$ cat src/hdl/dld_pkg.sv
// ----------------------------------------------------------------------------
// Delimiter/length deframer package
// Shared widths, register codes and structs for the deframer modules.
// ----------------------------------------------------------------------------
package dld_pkg;

    localparam int BYTE_W     = 8;
    localparam int DELIM_W    = 32;
    localparam int OFF_W      = 4;
    localparam int MAXP_W     = 24;
    localparam int PLEN_W     = 32;
    localparam int LEN_W      = 25;
    localparam int CFG_ADDR_W = 2;
    localparam int CFG_DATA_W = 32;

    typedef enum logic [CFG_ADDR_W-1:0] {
        CFG_DELIMITER     = 2'd0,
        CFG_LENGTH_OFFSET = 2'd1,
        CFG_MAX_PAYLOAD   = 2'd2
    } cfg_addr_t;

    localparam logic [DELIM_W-1:0] DELIM_RST = '0;
    localparam logic [OFF_W-1:0]   OFF_RST   = 4'd4;
    localparam logic [MAXP_W-1:0]  MAXP_RST  = '1;

    typedef struct packed {
        logic [DELIM_W-1:0] delimiter_word;
        logic [OFF_W-1:0]   length_offset;
        logic [MAXP_W-1:0]  max_payload;
    } cfg_t;

    typedef struct packed {
        logic [BYTE_W-1:0] frame_byte;
        logic              frame_first;
        logic              frame_last;
        logic [LEN_W-1:0]  frame_length;
    } result_t;

endpackage

$ cat src/hdl/dld_in_stage.sv
// ----------------------------------------------------------------------------
// Deframer input register
// Holds one received byte until the core consumes it.
// ----------------------------------------------------------------------------
module dld_in_stage (
    input  logic                      aclk,
    input  logic                      aresetn,
    input  logic                      s_valid,
    output logic                      s_ready,
    input  logic [dld_pkg::BYTE_W-1:0] s_byte_in,
    input  logic                      take,
    output logic                      byte_valid,
    output logic [dld_pkg::BYTE_W-1:0] byte_data
);
    import dld_pkg::*;

    logic              valid_reg;
    logic              valid_next;
    logic [BYTE_W-1:0] byte_reg;

    assign s_ready    = !valid_reg || take;
    assign byte_valid = valid_reg;
    assign byte_data  = byte_reg;

    always_comb begin
        valid_next = valid_reg;
        if (s_valid && s_ready) begin
            valid_next = 1'b1;
        end else if (take) begin
            valid_next = 1'b0;
        end
    end

    always_ff @(posedge aclk) begin
        if (!aresetn) begin
            valid_reg <= 1'b0;
        end else begin
            valid_reg <= valid_next;
        end
    end

    always_ff @(posedge aclk) begin
        if (s_valid && s_ready) begin
            byte_reg <= s_byte_in;
        end
    end

endmodule

$ cat src/hdl/dld_core.sv
// ----------------------------------------------------------------------------
// Deframer core
// Header window shift line, sync/length test and frame byte counter.
// ----------------------------------------------------------------------------
module dld_core #(
    parameter int HEADER_BYTES = 16
) (
    input  logic                       aclk,
    input  logic                       aresetn,
    input  logic                       fire,
    input  logic [dld_pkg::BYTE_W-1:0] byte_in,
    input  dld_pkg::cfg_t              cfg,
    output logic                       res_valid,
    output dld_pkg::result_t           res
);
    import dld_pkg::*;

    localparam int IDX_W  = $clog2(HEADER_BYTES);
    localparam int FILL_W = $clog2(HEADER_BYTES + 1);
    localparam int SUM_W  = IDX_W + 2;

    logic [BYTE_W-1:0] win_reg   [HEADER_BYTES];
    logic [BYTE_W-1:0] win_shift [HEADER_BYTES];
    logic [FILL_W-1:0] fill_reg;
    logic [FILL_W-1:0] fill_next;
    logic              in_frame_reg;
    logic              in_frame_next;
    logic [LEN_W-1:0]  left_reg;
    logic [LEN_W-1:0]  left_next;

    logic [FILL_W-1:0]  fill_inc;
    logic               full;
    logic [DELIM_W-1:0] delim;
    logic [PLEN_W-1:0]  plen;
    logic               hit;
    logic [LEN_W-1:0]   total;
    logic [LEN_W-1:0]   total_m1;

    // Window after taking the new byte: oldest at index 0
    always_comb begin
        for (int i = 0; i < HEADER_BYTES - 1; i++) begin
            win_shift[i] = win_reg[i+1];
        end
        win_shift[HEADER_BYTES-1] = byte_in;
    end

    assign fill_inc = fill_reg + 1'b1;
    assign full     = (fill_inc == FILL_W'(HEADER_BYTES));
    assign delim    = {win_shift[3], win_shift[2], win_shift[1], win_shift[0]};

    // Length field bytes wrap around the window end
    always_comb begin
        logic [SUM_W-1:0] sum;
        logic [IDX_W-1:0] idx;
        plen = '0;
        for (int k = 0; k < 4; k++) begin
            sum = SUM_W'(cfg.length_offset) + SUM_W'(k);
            if (sum >= SUM_W'(2 * HEADER_BYTES)) begin
                sum = sum - SUM_W'(2 * HEADER_BYTES);
            end else if (sum >= SUM_W'(HEADER_BYTES)) begin
                sum = sum - SUM_W'(HEADER_BYTES);
            end
            idx = sum[IDX_W-1:0];
            plen[k*BYTE_W +: BYTE_W] = win_shift[idx];
        end
    end

    assign hit = full && !in_frame_reg && (delim == cfg.delimiter_word)
                 && (plen <= PLEN_W'(cfg.max_payload));
    assign total    = LEN_W'(HEADER_BYTES) + LEN_W'(plen[MAXP_W-1:0]);
    assign total_m1 = total - 1'b1;

    always_comb begin
        fill_next     = fill_reg;
        in_frame_next = in_frame_reg;
        left_next     = left_reg;
        res_valid     = 1'b0;
        res           = '0;
        if (fire) begin
            if (in_frame_reg) begin
                // Emit the oldest byte; window lags the stream inside a frame
                res_valid      = 1'b1;
                res.frame_byte = win_shift[0];
                res.frame_last = (left_reg == LEN_W'(1));
                left_next      = left_reg - 1'b1;
                in_frame_next  = (left_reg != LEN_W'(1));
                fill_next      = FILL_W'(HEADER_BYTES - 1);
            end else if (!full) begin
                fill_next = fill_inc;
            end else begin
                // Full window: drop the oldest byte on a miss, start a frame on a hit
                fill_next = FILL_W'(HEADER_BYTES - 1);
                if (hit) begin
                    res_valid        = 1'b1;
                    res.frame_byte   = win_shift[0];
                    res.frame_first  = 1'b1;
                    res.frame_last   = (total_m1 == '0);
                    res.frame_length = total;
                    left_next        = total_m1;
                    in_frame_next    = (total_m1 != '0);
                end
            end
        end
    end

    always_ff @(posedge aclk) begin
        if (fire) begin
            for (int i = 0; i < HEADER_BYTES; i++) begin
                win_reg[i] <= win_shift[i];
            end
        end
    end

    always_ff @(posedge aclk) begin
        if (!aresetn) begin
            fill_reg     <= '0;
            in_frame_reg <= 1'b0;
            left_reg     <= '0;
        end else begin
            fill_reg     <= fill_next;
            in_frame_reg <= in_frame_next;
            left_reg     <= left_next;
        end
    end

    a_frame_has_bytes: assert property (@(posedge aclk) disable iff (!aresetn)
        in_frame_reg |-> (left_reg != '0))
        else $error("in frame with no bytes left");

    a_fill_bound: assert property (@(posedge aclk) disable iff (!aresetn)
        fill_reg <= FILL_W'(HEADER_BYTES - 1))
        else $error("window fill out of range");

    a_frame_emits: assert property (@(posedge aclk) disable iff (!aresetn)
        (fire && in_frame_reg) |-> (res_valid && !res.frame_first))
        else $error("frame step without a plain frame byte");

    a_first_length: assert property (@(posedge aclk) disable iff (!aresetn)
        (res_valid && res.frame_first) |-> (res.frame_length >= LEN_W'(HEADER_BYTES)))
        else $error("frame length shorter than header");

    a_last_ends: assert property (@(posedge aclk) disable iff (!aresetn)
        (fire && res_valid && res.frame_last) |=> !in_frame_reg)
        else $error("frame continues after last byte");

endmodule

$ cat src/hdl/dld_out_stage.sv
// ----------------------------------------------------------------------------
// Deframer result register
// Holds one frame byte with its markers until the downstream transfer.
// ----------------------------------------------------------------------------
module dld_out_stage (
    input  logic                      aclk,
    input  logic                      aresetn,
    input  logic                      load,
    input  dld_pkg::result_t          res,
    output logic                      out_free,
    output logic                      m_valid,
    input  logic                      m_ready,
    output logic [dld_pkg::BYTE_W-1:0] m_frame_byte,
    output logic                      m_frame_first,
    output logic                      m_frame_last,
    output logic [dld_pkg::LEN_W-1:0] m_frame_length
);
    import dld_pkg::*;

    logic    valid_reg;
    logic    valid_next;
    result_t res_reg;

    assign out_free       = !valid_reg || m_ready;
    assign m_valid        = valid_reg;
    assign m_frame_byte   = res_reg.frame_byte;
    assign m_frame_first  = res_reg.frame_first;
    assign m_frame_last   = res_reg.frame_last;
    assign m_frame_length = res_reg.frame_length;

    always_comb begin
        valid_next = valid_reg;
        if (load) begin
            valid_next = 1'b1;
        end else if (m_ready) begin
            valid_next = 1'b0;
        end
    end

    always_ff @(posedge aclk) begin
        if (!aresetn) begin
            valid_reg <= 1'b0;
        end else begin
            valid_reg <= valid_next;
        end
    end

    always_ff @(posedge aclk) begin
        if (load) begin
            res_reg <= res;
        end
    end

endmodule

$ cat src/hdl/delimiter_length_deframer.sv
// One received byte is taken per clock. The byte passes through an input
// register, then the combinational window test logic, then a result register,
// so a frame byte is registered in both of them on its way to the result port.
// The rate is one byte per clock; the sync/length compare on the header window
// sits between those two registers, and the input side stalls only when the
// result register is full and not being taken. Frame bytes leave
// delayed by HEADER_BYTES - 1 received bytes, so the tail of a frame is pushed
// out by the bytes that follow it. Write the configuration registers only while
// idle.
// ----------------------------------------------------------------------------
// Delimiter/length deframer top level
// Sync word hunt with length check; passes recognized frames byte by byte.
// ----------------------------------------------------------------------------
module delimiter_length_deframer #(
    parameter int HEADER_BYTES = 16
) (
    input  logic                          aclk,
    input  logic                          aresetn,
    input  logic                          s_valid,
    output logic                          s_ready,
    input  logic [dld_pkg::BYTE_W-1:0]    s_byte_in,
    output logic                          m_valid,
    input  logic                          m_ready,
    output logic [dld_pkg::BYTE_W-1:0]    m_frame_byte,
    output logic                          m_frame_first,
    output logic                          m_frame_last,
    output logic [dld_pkg::LEN_W-1:0]     m_frame_length,
    input  logic                          cfg_wr_en,
    input  logic [dld_pkg::CFG_ADDR_W-1:0] cfg_addr,
    input  logic [dld_pkg::CFG_DATA_W-1:0] cfg_wdata
);
    import dld_pkg::*;

    cfg_t              cfg_reg;
    cfg_t              cfg_next;
    logic              byte_valid;
    logic [BYTE_W-1:0] byte_data;
    logic              out_free;
    logic              step_fire;
    logic              res_valid;
    result_t           res;

    always_comb begin
        cfg_next = cfg_reg;
        if (cfg_wr_en) begin
            case (cfg_addr)
                CFG_DELIMITER:     cfg_next.delimiter_word = cfg_wdata[DELIM_W-1:0];
                CFG_LENGTH_OFFSET: cfg_next.length_offset  = cfg_wdata[OFF_W-1:0];
                CFG_MAX_PAYLOAD:   cfg_next.max_payload    = cfg_wdata[MAXP_W-1:0];
                default:           cfg_next = cfg_reg;
            endcase
        end
    end

    always_ff @(posedge aclk) begin
        if (!aresetn) begin
            cfg_reg.delimiter_word <= DELIM_RST;
            cfg_reg.length_offset  <= OFF_RST;
            cfg_reg.max_payload    <= MAXP_RST;
        end else begin
            cfg_reg <= cfg_next;
        end
    end

    // Advance the core whenever a byte is held and the result slot can take output
    assign step_fire = byte_valid && out_free;

    dld_in_stage u_in_stage (
        .aclk       (aclk),
        .aresetn    (aresetn),
        .s_valid    (s_valid),
        .s_ready    (s_ready),
        .s_byte_in  (s_byte_in),
        .take       (step_fire),
        .byte_valid (byte_valid),
        .byte_data  (byte_data)
    );

    dld_core #(
        .HEADER_BYTES (HEADER_BYTES)
    ) u_core (
        .aclk      (aclk),
        .aresetn   (aresetn),
        .fire      (step_fire),
        .byte_in   (byte_data),
        .cfg       (cfg_reg),
        .res_valid (res_valid),
        .res       (res)
    );

    dld_out_stage u_out_stage (
        .aclk           (aclk),
        .aresetn        (aresetn),
        .load           (step_fire && res_valid),
        .res            (res),
        .out_free       (out_free),
        .m_valid        (m_valid),
        .m_ready        (m_ready),
        .m_frame_byte   (m_frame_byte),
        .m_frame_first  (m_frame_first),
        .m_frame_last   (m_frame_last),
        .m_frame_length (m_frame_length)
    );

endmodule

$ cat config.mk
export PLATFORM = sky130hd
export DESIGN_NAME = delimiter_length_deframer
export DESIGN_NICKNAME = d
export VERILOG_FILES = /design/src/hdl/dld_pkg.sv /design/src/hdl/dld_in_stage.sv /design/src/hdl/dld_core.sv /design/src/hdl/dld_out_stage.sv /design/src/hdl/delimiter_length_deframer.sv
export SDC_FILE = /design/constraint.sdc
export NUM_CORES = 1
export LEC_CHECK = 0
export ABC_CLOCK_PERIOD_IN_PS = 14700
export BUFFER_PORTS_ARGS = -buffer_cell sky130_fd_sc_hd__buf_2
export CORE_ASPECT_RATIO = 0.8
export CORE_MARGIN = 3
export CORE_UTILIZATION = 25
export DETAILED_ROUTE_END_ITERATION = 16
export PLACE_DENSITY = 0.47
export RECOVER_POWER = 25
export SETUP_SLACK_MARGIN = 0.2
export SLEW_MARGIN = 5
export SYNTH_ARGS = -nofsm -noshare
export SYNTH_HDL_FRONTEND = slang
export SYNTH_HIERARCHICAL = 1
export SYNTH_SLANG_ARGS = --single-unit
$ cat constraint.sdc
create_clock -name aclk -period 14.7 [get_ports aclk]
set_input_delay 2.94 -clock aclk [delete_from_list [all_inputs] [get_ports aclk]]
set_output_delay 2.94 -clock aclk [all_outputs]
set_load 0.005 [all_outputs]
==> results of run 1 <==
## layer usage
metal	global-route usage, %	part of all wire [%]	vias up	wire length (um)
met3	4.09	8.7	84	4930
met4	3.92	2.5	2	1420
li1	-	-	5901	-
met5	0	0.019	-	11
met2	23.7	43	552	24400
met1	23.2	46	6478	25900
## power by group through the flow
stage | logic, uW | registers, uW | clock network [uW]
floorplan | 206 | 834 | 0
global placement | 294 | 858 | 0
detailed placement | 295 | 857 | 0
CTS | 296 | 842 | 822
global route | 321 | 846 | 853
finish | 299 | 844 | 801
## synthesized netlist by cell type, drive strengths merged (5+ instances only)
cell type	count	area share [%]
nor2	76	1.7
and2	22	0.85
xor2	19	1.1
inv	72	1.6
a211oi	18	0.85
nor3	50	1.5
edfxtp	163	30
o31ai	8	0.37
o22ai	7	0.27
o211ai	37	2.3
nor2b	22	0.84
a22oi	14	0.64
nor3b	7	0.42
and3	19	0.72
o21ai	44	1.3
nand4b	25	1.3
dfxtp	93	11
a21oi	57	1.7
nand4	35	1.3
or3	12	0.46
nand3	43	1.3
mux2	14	0.96
mux2i	78	4.8
ha	35	2.7
a31oi	12	0.50
clkbuf	39	0.89
xnor2	57	3.1
nand2	160	3.7
nor4	44	1.9
a21o	8	0.37
nand2b	8	0.40
buf	48	2.4
a21boi	8	0.41
nand3b	5	0.23
mux4	87	12
o21a	6	0.27
## cell families (layout without fill, tap and decap cells)
logic type                 after synthesis  count (layout)
and+or+nand+nor                        546             546
AOI/OAI and AO/OA                      256             256
DFF                                    256             256
muxes                                  179             179
buffers and inverters                  161             238
xor gates and xnor gates                76              76
adders and majority gates               35              35
other                                    0               1
## how the worst max path moves through the flow
stage / start / to / slack [ns] / depth (start not counted)
after global routing: cfg_reg[25] / u_out_stage/m_frame_byte[1] / 6.95 / 22
after detailed placement: cfg_reg[25] / u_out_stage/m_frame_byte[3] / 7.50 / 22
final: cfg_reg[25] / u_out_stage/m_frame_byte[4] / 7.36 / 22
after CTS: cfg_reg[25] / u_out_stage/m_frame_length[7] / 7.46 / 22
after floorplan: m_ready / s_ready / 5.26 / 3
after global placement: cfg_reg[25] / u_out_stage/m_frame_byte[6] / 7.48 / 22
## stage by stage
| stage | utilization (%) | hold slack (ns) |
|---|---|---|
| floorplan | - | 0.447 |
| global placement | 27.2 | 0.456 |
| detailed placement | 27.2 | 0.464 |
| CTS | 28.8 | 0.475 |
| global route | 28.8 | 0.498 |
| finish | 28.8 | 0.475 |
## cell type report
cell class,instances,area (sq um)
fillers,6692,46000
multi-input cells,1092,8860
flip-flops and latches,256,6760
well taps,850,1060
clock buffers,34,744
repair buffers,111,628
inverters,74,278
clock inverters,19,274
diodes,1,2.50
## worst max-delay path, cell delays in order (launching register included)
cell and delay, ns:
dfxtp_2 0.68, buf_4 0.62, ha_1 0.39, xor2_4 0.15, buf_4 0.50, mux2_2 0.40
a22o_1 0.26, o41ai_4 0.76, inv_1 0.24, ha_1 0.25, a21o_1 0.16, a21oi_1 0.14
nor2b_1 0.06, o21ai_0 0.15, nand2b_1 0.07, a21oi_1 0.14, o21ai_0 0.09, o31ai_1 0.23
buf_4 0.21, a21oi_4 0.06, buf_4 0.30, inv_1 0.18, and3_2 0.76
==> results.ini, run 1 <==
[status]
status = finished, final reports clean

[yosys]
ys_ff_latch = 256
synth_edf_count = 163
async_flop_share_pct = 0
synth.net_count = 1591
synth_xor_area_share_pct = 4.15
syn_area_sq_mm = 0.0164
synth-simple-area-share_pct = 17.7
synth.area.mux_share_pct = 17.9
synth_top_family_by_area = multiplexers
synthCells = 1509
synthDistinctLibCells = 89
synth_ff_type = edfxtp_1
synth_seq_area_share_pct = 41.2
synth_adder_area_share_pct = 2.67
synth_area_per_cell_sq_um = 10.9
synth_compound_area_share_pct = 11.3
yosysWarnings = 6

[clocking]
postCtsHoldBufs = 0
cts.path.max_buffers = 3
numCtsBuffers = 29
post-cts-setup-buffers = 0
clk_latency_ns = 0.61
cts.sink_count = 256
clk_pin_slew_ns = 0.06
ctsResizeCount = 0
htreeDepth = 1
clockRootBuffer = clkbuf_16
cts_tree = yes

[sta]
fmax_mhz = 136
finalSetupViolCount = 0
rsz0062_at_grt = no
worstMarginPinSlew_ns = 1.32
slew_viol_final = 0
slew_headroom_pct = 11.8
hold_violations = 0
timing.final.ws_setup_ns = 7.36
timing.final.crit_share_pct = 49.9
clock_skew_ns = 0.0342
min_period_ns = 7.34
setup_tns_ns = 0

[final_layout]
largest_reg_flops = 120
final_cell_area_sq_mm = 0.0186
final_common_cell = edfxtp_1
drive_gt1_share_pct = 18.9
final_cell_mix = 163 x edfxtp_1, 160 x nand2_1, 91 x dfxtp_1
syn2layout_area_growth_pct = 13.4
nets = 1646
final_cells = 2437

[routing]
routed_wl_mm = 56.6
wire_per_inst_um = 23.2
ant_nets = 0
route.detailed.drc = 0
vias = 13000
via_per_inst = 5.34
drt-initial-drc-count = 1361
drt-pass1-iter-count = 5

[setup_path]
cp-end-kind = register
r2r_start = cfg_reg[25]
start_kind = register
cp.required_ns = 14.92
r2r-end = u_out_stage/m_frame_byte[4]
arrival_ns = 7.56
regToRegSetupSlack_ns = 7.36
crit_path_max_fanout = 51
r2r_cells = 22
path_class = register to register

[global_routing]
grt.overflow.total = 0
track_usage_pct = 16.0
grt_pass1_vias = 12600
grt_first_pass_wirelength_mm = 84.2
grt_max_degree = 67
grt_antenna_before_repair = 1

[power_and_ir_drop]
ir_worst_vdd_mv = 0.0864
intPower_uw = 1380
sw_frac_of_total_pct = 29.0
power_switching_uw = 564
p_leak_uw = 0.00679
pwr-share-clk_pct = 41.2
combPwrFrac_pct = 15.4
power.share.sequential_pct = 43.4
report.power.total_uw = 1940
powerDensity_mw_per_mm2 = 104

[flow_run]
drv_cap = 0

[worst_hold_path]
holdPathEnd = cfg_reg[28]
min_path_type = register to register
min_from = cfg_reg[28]
min_path_cells = 2

[die]
rows = 83
fp.dieW_um = 292
start_util_pct = 25.4
die-area_sq_mm = 0.0687
die_h_um = 235
core_sq_mm = 0.0646
ioPinCount = 84

[place]
dpl_cell_area_sq_mm = 0.0176
place_congestion = 0.893
placement.io_buffers = 83
dp_hpwl_mm = 41.4
dp_cells = 2383
place_ws_ns = 7.50

(Power assumes the default switching activity.)
==> run 2: changes to the inputs <==
ABC_AREA = 1   (was not set)
ABC_CLOCK_PERIOD_IN_PS = 7300   (was 14700)
clock period = 7.3 ns   (was 14.7 ns; I/O delays follow)
==> results.ini, run 2 <==
[setup_path]
cp-end-kind = register
start_kind = register
cp.required_ns = 7.78  ; -7.14 ns
path_class = register to register
crit_path_max_fanout = 40  ; -22%
arrival_ns = 7.17  ; -0.39 ns

[sta]
slew_headroom_pct = 27.9  ; +16 points
clock_skew_ns = 0.0229  ; -0.0113 ns
worstMarginPinSlew_ns = 1.07  ; -0.244 ns
rsz0062_at_grt = no
fmax_mhz = 149  ; +9.7%
slew_viol_final = 0  ; unchanged
timing.final.crit_share_pct = 91.7  ; +42 points
hold_violations = 0  ; unchanged
finalSetupViolCount = 0  ; unchanged
setup_tns_ns = 0  ; unchanged
min_period_ns = 6.69  ; -0.650 ns

[power_and_ir_drop]
powerDensity_mw_per_mm2 = 218  ; +110%
ir_worst_vdd_mv = 0.173  ; +100%
p_leak_uw = 0.00821  ; +21%

[yosys]
synth_top_area_share_pct = 29.4  ; -0.41 points
synth.net_count = 2412  ; +52%
synth_top_family_by_area = simple AND/OR/NAND/NOR gates
synth_area_per_cell_sq_um = 7.14  ; -34%
synthCells = 2330  ; +54%
synth_ff_type = edfxtp_1
synth_adder_area_share_pct = 2.63  ; -0.036 points
ys_ff_latch = 256  ; unchanged
synth_xor_area_share_pct = 1.94  ; -2.2 points
synth_edf_count = 163  ; unchanged
synth.area.mux_share_pct = 0  ; -18 points
yosys.area.top_type = edfxtp_1
synthDistinctLibCells = 53  ; -40%
synth-simple-area-share_pct = 40.8  ; +23 points
synth_most_common_cell = nand2_1
async_flop_share_pct = 0  ; unchanged
yosysWarnings = 6  ; unchanged
synth_common_cells = 722 x nand2_1, 453 x nand3_1, 190 x nor2_1
synth_seq_area_share_pct = 40.6  ; -0.56 points
yosys-top-cells-area = edfxtp_1 29%, nand2_1 16%, nand3_1 14%, dfxtp_1 11%, nor2_1 4.3%
synth_compound_area_share_pct = 5.95  ; -5.4 points
syn_area_sq_mm = 0.0166  ; +1.4%

[final_layout]
final_common_cell = nand2_1
nets = 2436  ; +48%
largest_reg_flops = 120  ; unchanged
final_cells = 3228  ; +32%
syn2layout_area_growth_pct = 12.0
final_cell_mix = 722 x nand2_1, 453 x nand3_1, 189 x nor2_1
drive_gt1_share_pct = 9.30  ; -9.6 points

[global_routing]
grt_first_pass_wirelength_mm = 96.1  ; +14%
grt.overflow.total = 0  ; unchanged
grt_pass1_vias = 15000  ; +19%
grt_antenna_before_repair = 6  ; +5
track_usage_pct = 17.9  ; +1.9 points
grt_max_degree = 129  ; +93%

[routing]
drt-initial-drc-count = 1898  ; +39%
drt-pass1-iter-count = 5  ; unchanged
vias = 16300  ; +26%
route.detailed.drc = 0  ; unchanged
via_per_inst = 5.06  ; -5.2%
ant_nets = 0  ; unchanged
routed_wl_mm = 63.9  ; +13%
wire_per_inst_um = 19.8  ; -15%

[clocking]
numCtsBuffers = 29  ; unchanged
clockRootBuffer = clkbuf_16
cts.sink_count = 256  ; unchanged
postCtsHoldBufs = 0  ; unchanged
cts.path.max_buffers = 3  ; unchanged
cts_tree = yes
htreeDepth = 1  ; unchanged
ctsResizeCount = 0  ; unchanged
clk_pin_slew_ns = 0.07  ; about the same
post-cts-setup-buffers = 0  ; unchanged
clk_latency_ns = 0.60  ; about the same

[die]
ioPinCount = 84  ; unchanged
die-area_sq_mm = 0.0697  ; +1.3%
die_h_um = 237  ; +0.67%
fp.dieW_um = 294  ; +0.67%
rows = 83  ; unchanged
core_sq_mm = 0.0650  ; +0.64%
start_util_pct = 25.6  ; +0.19 points

[place]
dp_hpwl_mm = 48.2  ; +16%
placement.io_buffers = 83  ; unchanged
dp_cells = 3173  ; +33%
place_congestion = 0.917  ; +2.7%

[worst_hold_path]
min_path_type = register to register

[status]
status = finished, final reports clean

[flow_run]
drv_cap = 0  ; unchanged

==> run 2: layout make-up <==
cell class	count	area, sq um
antenna	1	2.50
clock buffer	40	821
clock inverter	14	136
fill	7180	46400
inverter	187	707
multi-input combinational	1777	8540
sequential	256	6760
tap	850	1060
timing repair buffer	103	591
==> run 2: critical path, cell delays in order (launching register included) <==
cell	delay (ns)
dfxtp_2	0.67
inv_2	0.47
ha_1	0.81
inv_1	0.70
nand3_1	0.15
nand2_1	0.10
inv_1	0.04
o21ai_0	0.82
ha_1	0.39
nand4_1	0.11
a21oi_1	0.05
a2111oi_0	0.37
nand2_1	0.11
o31ai_1	0.11
o2111a_1	0.24
nand2_1	0.07
nand2_1	0.11
buf_4	0.33
inv_1	0.48
a21oi_1	0.30
a21oi_1	0.09
==> run 2: routing by layer <==
metal | vias up | GRT usage (%) | part of all wire (%)
li1 | 7884 | - | -
met1 | 7732 | 28.1 | 50
met2 | 642 | 24.9 | 39
met3 | 81 | 3.80 | 8.5
met4 | 4 | 3.46 | 2.0
met5 | - | 0 | 0.042
==> run 2: cell families after synthesis <==
| kind of cell | Yosys count |
|---|---|
| buf+inv | 297 |
| xor+xnor | 36 |
| flops | 256 |
| simple gates | 1530 |
| fa+ha+maj | 35 |
| compound gates | 176 |
==> run 2: through the flow <==
step	utilization [%]	hold slack [ns]	power (uW)	instance area (sq um)	setup WS (ns)
after global routing	28.6	0.488	4270	18600	0.258
after detailed placement	27.2	0.444	2580	17700	0.803
after CTS	28.6	0.460	4100	18600	0.790
after floorplan	-	0.429	2270	16600	1.02
final	28.6	0.458	4060	18600	0.609
after global placement	27.2	0.446	2590	17700	0.936
==> run 2: final timing paths <==
path	startpoint	end	slack, ns	depth (start not counted)
hold / removal	cfg_reg[1]	cfg_reg[1]	0.46	2
setup / recovery	cfg_reg[25]	u_core/left_reg[21]	0.61	20
hold reg to reg	cfg_reg[1]	cfg_reg[1]	0.46	2
setup reg to reg	cfg_reg[25]	u_core/left_reg[21]	0.61	20
==> run 2: power breakdown <==
part / total (uW) / leakage (uW) / internal (uW) / switching (uW)
Combinational: 898 / 0.00552 / 236 / 661
Clock: 1490 / 0.000472 / 856 / 633
Sequential: 1680 / 0.00221 / 1610 / 70.9
Total: 4060 / 0.00821 / 2700 / 1360
